## src/rtl/swlu_pkg.sv

```systemverilog
// shared types and constants for the soil worm lattice update block
// no dependencies

package swlu_pkg;

    localparam int unsigned SIDE_DEFAULT = 256;
    localparam int unsigned COORD_IN_W   = 8;
    localparam int unsigned COORD_SPAN   = 1 << COORD_IN_W;
    localparam int unsigned DRAW_W       = 16;
    localparam int unsigned RATE_W       = 17;
    localparam int unsigned CFG_IDX_W    = 2;

    localparam logic [RATE_W-1:0] FILL_RATE_RST      = 17'd6554;
    localparam logic [RATE_W-1:0] DEATH_RATE_RST     = 17'd7930;
    localparam logic [RATE_W-1:0] REPRODUCE_RATE_RST = 17'd65536;
    localparam logic [RATE_W-1:0] NUTRIENT_RATE_RST  = 17'd65536;

    localparam logic [CFG_IDX_W-1:0] CFG_FILL_RATE      = 2'd0;
    localparam logic [CFG_IDX_W-1:0] CFG_DEATH_RATE     = 2'd1;
    localparam logic [CFG_IDX_W-1:0] CFG_REPRODUCE_RATE = 2'd2;
    localparam logic [CFG_IDX_W-1:0] CFG_NUTRIENT_RATE  = 2'd3;

    typedef enum logic [1:0] {
        OP_LOAD   = 2'd0,
        OP_UPDATE = 2'd1,
        OP_READ   = 2'd2
    } op_t;

    typedef enum logic [1:0] {
        CELL_EMPTY    = 2'd0,
        CELL_NUTRIENT = 2'd1,
        CELL_SOIL     = 2'd2,
        CELL_WORM     = 2'd3
    } cell_t;

    typedef enum logic [2:0] {
        EV_NONE       = 3'd0,
        EV_FILLED     = 3'd1,
        EV_DIED       = 3'd2,
        EV_MOVED      = 3'd3,
        EV_REPRODUCED = 3'd4,
        EV_NUTRIENT   = 3'd5,
        EV_BLOCKED    = 3'd6
    } event_t;

    typedef enum logic [2:0] {
        ST_IDLE,
        ST_LOAD,
        ST_RD_SITE,
        ST_RD_WAIT,
        ST_RD_NBR,
        ST_EVAL,
        ST_WR_NBR,
        ST_FIN
    } state_t;

    typedef struct packed {
        logic latch;
        logic wr_load;
        logic rd_site;
        logic cap_read;
        logic rd_nbr;
        logic eval;
        logic wr_nbr;
        logic out_load;
    } cmd_t;

    typedef struct packed {
        logic [1:0] in_op;
        logic [1:0] op;
        logic       nbr_wr;
    } status_t;

endpackage

```

## src/rtl/swlu_ctrl.sv

```systemverilog
// sequencer for load, read and update items over the single lattice port
// depends on swlu_pkg

module swlu_ctrl
(
    input  logic             clk,
    input  logic             rst_n,
    input  logic             in_valid,
    output logic             in_ready,
    output logic             out_valid,
    input  logic             out_ready,
    input  swlu_pkg::status_t status,
    output swlu_pkg::cmd_t   cmd
);
    import swlu_pkg::*;

    state_t state_reg;
    state_t state_next;
    logic   out_valid_reg;
    logic   out_valid_next;

    always_ff @(posedge clk or negedge rst_n)
    begin
        if (!rst_n)
        begin
            state_reg     <= ST_IDLE;
            out_valid_reg <= 1'b0;
        end
        else
        begin
            state_reg     <= state_next;
            out_valid_reg <= out_valid_next;
        end
    end

    always_comb
    begin
        state_next     = state_reg;
        out_valid_next = out_valid_reg;
        cmd            = '0;
        in_ready       = 1'b0;

        if (out_valid_reg && out_ready)
        begin
            out_valid_next = 1'b0;
        end

        unique case (state_reg)
            ST_IDLE:
            begin
                in_ready = 1'b1;
                if (in_valid)
                begin
                    cmd.latch = 1'b1;
                    if (status.in_op == OP_LOAD)
                    begin
                        state_next = ST_LOAD;
                    end
                    else
                    begin
                        state_next = ST_RD_SITE;
                    end
                end
            end
            ST_LOAD:
            begin
                cmd.wr_load = 1'b1;
                state_next  = ST_FIN;
            end
            ST_RD_SITE:
            begin
                cmd.rd_site = 1'b1;
                if (status.op == OP_UPDATE)
                begin
                    state_next = ST_RD_NBR;
                end
                else
                begin
                    state_next = ST_RD_WAIT;
                end
            end
            ST_RD_WAIT:
            begin
                cmd.cap_read = 1'b1;
                state_next   = ST_FIN;
            end
            ST_RD_NBR:
            begin
                cmd.rd_nbr = 1'b1;
                state_next = ST_EVAL;
            end
            ST_EVAL:
            begin
                cmd.eval = 1'b1;
                if (status.nbr_wr)
                begin
                    state_next = ST_WR_NBR;
                end
                else
                begin
                    state_next = ST_FIN;
                end
            end
            ST_WR_NBR:
            begin
                cmd.wr_nbr = 1'b1;
                state_next = ST_FIN;
            end
            ST_FIN:
            begin
                if (!out_valid_reg || out_ready)
                begin
                    cmd.out_load   = 1'b1;
                    out_valid_next = 1'b1;
                    state_next     = ST_IDLE;
                end
            end
            default:
            begin
                state_next = ST_IDLE;
            end
        endcase
    end

    assign out_valid = out_valid_reg;

endmodule

```

## config.mk

```make
export PLATFORM = sky130hd
export DESIGN_NAME = swlu_ctrl
export DESIGN_NICKNAME = d
export VERILOG_FILES = /design/src/rtl/swlu_pkg.sv /design/src/rtl/swlu_ctrl.sv
export SDC_FILE = /design/constraint.sdc
export NUM_CORES = 1
export LEC_CHECK = 0
export ABC_AREA = 1
export BUFFER_PORTS_ARGS = -buffer_cell sky130_fd_sc_hd__buf_2
export CORE_AREA = 2 2 39 41
export CTS_CLUSTER_SIZE = 12
export DETAILED_ROUTE_END_ITERATION = 10
export DIE_AREA = 0 0 41 43
export RECOVER_POWER = 25
export SETUP_SLACK_MARGIN = 0.4
export SYNTH_ARGS = -nofsm -noshare
export SYNTH_HDL_FRONTEND = slang
export SYNTH_SLANG_ARGS = --single-unit
```

## constraint.sdc

```tcl
create_clock -name clk -period 2.6 [get_ports clk]
set_input_delay 0.39 -clock clk [delete_from_list [all_inputs] [get_ports clk]]
set_output_delay 0.39 -clock clk [all_outputs]
set_load 0.05 [all_outputs]
```

==> results_dict.tcl <==
set metrics [dict create \
    run_status "finished, final reports clean" \
    synth-seq-cells 4 \
    antenna_left 0 \
    path_max_fanout 7 \
    totalWireLength_um 725 \
    io_pins 19 \
    ir_worst_vdd_v 0.0005784 \
    synth_fp_nets 66 \
    crit_path_start_kind "flop" \
    synth_area_um2 321.6 \
    core_um2 1384 \
    final_cell_mix "buf_2, inv_1, nor2_1" \
    grt_max_degree 8 \
    dr.pass1.iters 4 \
    cts_resized 0 \
    critPathRequiredTime_ns 2.21 \
    finalSetupTns_ns 0 \
    routed_via_density 4.074 \
    grt_pass1_wl_um 1117 \
    area_delta_synth_final_pct 43.97 \
    drive_gt1_share_pct 30.38 \
    syn_area_per_cell_um2 5.641 \
    yosys_warnings 0 \
    holdCritStartpoint "out_ready" \
    tightestPinTransition_ns 0.2536 \
    fmax_ghz 0.5771 \
    hold_path_class "in2reg" \
    min_period_ns 1.733 \
    die_area_um2 1763 \
    hold_viol_final 0 \
    clk_pin_slew_ns 0.04 \
    cts_num_sinks 4 \
    grt_use_total_pct 9.485 \
    cts_buffer_depth 2 \
    mostFrequentLayoutCell "buf_2" \
    worst-setup-path-type "reg2out" \
    clock_latency_ns 0.23 \
    start_util_pct 23.24 \
    ff2ff_setup_slack_ns 1.44 \
    rsz0062_at_grt "no" \
    die_w_um 41 \
    vias 387 \
    holdPathStages 2 \
    fillers 155 \
    setup_ws_ns 0.8672 \
    port_buffers 18 \
    n_antenna_cell 0 \
    yosysUniqueCellTypes 12 \
    antenna_found_initial 0 \
    relSlewSlack_pct 83.21 \
    cts_root_buffer "clkbuf_4" \
    power.leakage_nw 0.3249 \
    worstReg2RegEnd "state_reg[0]" \
    numCtsBuffers 3 \
    synth-seq-area-share_pct 31.13 \
    ff2ff_path_depth 6 \
    cts_tree "done" \
    h-tree-depth 1 \
    fin_skew_ns 0.003903 \
    placementRows 14 \
    post-place-ws_ns 1.104 \
    drt_iter0_markers 12 \
    gr-total-overflow 0 \
    end_kind "primary output" \
    gp_congestion 0.7531 \
    largest_register_ffs 3 \
    period_share_pct 66.65 \
    drc 0 \
    min_to "out_valid" \
    drv_cap 0 \
    setup_viol 0 \
    grt_pass1_vias 312 \
    powerDensity_nw_per_um2 1523 \
    syn_inst 57 \
    final_util_pct 33.45 \
    arrival_ns 1.34 \
    nets 90 \
    die_h_um 43 \
    slew_viol_final 0 \
    dp_hpwl_um 603 \
    timing.rr.start "state_reg[0]" \
    wire_per_inst_um 7.632 \
]
## critical path, stage by stage (launching register included)
cell	delay, ns
dfrtp_1	0.43
nor2_1	0.23
nand2_1	0.10
nor2_1	0.09
buf_2	0.26
## repair_timing
| action | in CTS | in global routing |
|---|---|---|
| endpoints found under the hold margin | 4 | 0 |
| hold buffers | 1 | 0 |
| buffers inserted | 0 | 0 |
## per-layer routing
layer	vias to the layer above	global-route usage, %	wire [um]
met1	162	11.44	322
met2	14	13.75	346
met5	-	0	0
met4	0	2.000	0
li1	211	-	-
met3	0	6.283	57
## stage by stage
stage | cells | total power, W | hold slack, ns | instance area [um^2]
floorplan | 57 | 0.0005295 | 0.09441 | 321.6
global placement | 91 | 0.0006248 | 0.1990 | 431.7
detailed placement | 91 | 0.0006314 | 0.1995 | 431.7
CTS | 95 | 0.0007140 | 0.3702 | 464.2
global route | 95 | 0.0007644 | 0.3894 | 462.9
finish | 95 | 0.0007049 | 0.3732 | 462.9
## power breakdown
group / internal [W] / total (W) / switching (W)
clock network: 0.0000516 / 0.0000763 / 0.0000247
registers: 0.0000958 / 0.000138 / 0.0000426
logic: 0.000120 / 0.000490 / 0.000370
total: 0.000268 / 0.000705 / 0.000437
## cells by family after synthesis
family	share of synthesized area [%]
flops	31.13
compound gates	3.110
buf+inv	18.67
simple gates	47.08
## cells in the mapped netlist
cell	count	area (um^2)
inv_2	1	3.750
a21oi_1	1	5.000
nand2_1	11	41.29
inv_1	15	56.30
nor2_2	1	6.260
dfrtp_1	4	100.1
nand3_1	6	30.03
o21ai_0	1	5.000
nor3_1	1	5.000
nand2_2	1	6.260
nand3_2	1	10.01
nor2_1	14	52.55
## how the worst max path moves through the flow
stage                             from      to  cells past startpoint
after floorplan           state_reg[2]  cmd[3]                      2
after global placement    state_reg[0]  cmd[7]                      4
after detailed placement  state_reg[0]  cmd[7]                      4
after CTS                 state_reg[0]  cmd[7]                      4
after global routing      state_reg[0]  cmd[7]                      4
final                     state_reg[0]  cmd[7]                      4
## cell type report
| class | count | area (um^2) | share of cell area [%] |
|---|---|---|---|
| Clock buffer | 3 | 22.52 | 4.865 |
| Inverter | 16 | 60.06 | 12.97 |
| Multi-Input combinational cell | 37 | 161.4 | 34.86 |
| Sequential cell | 4 | 100.1 | 21.62 |
| Tap cell | 16 | 20.02 | 4.324 |
| Timing Repair Buffer | 19 | 98.84 | 21.35 |
Note: power is estimated with default switching activity, not from simulation.
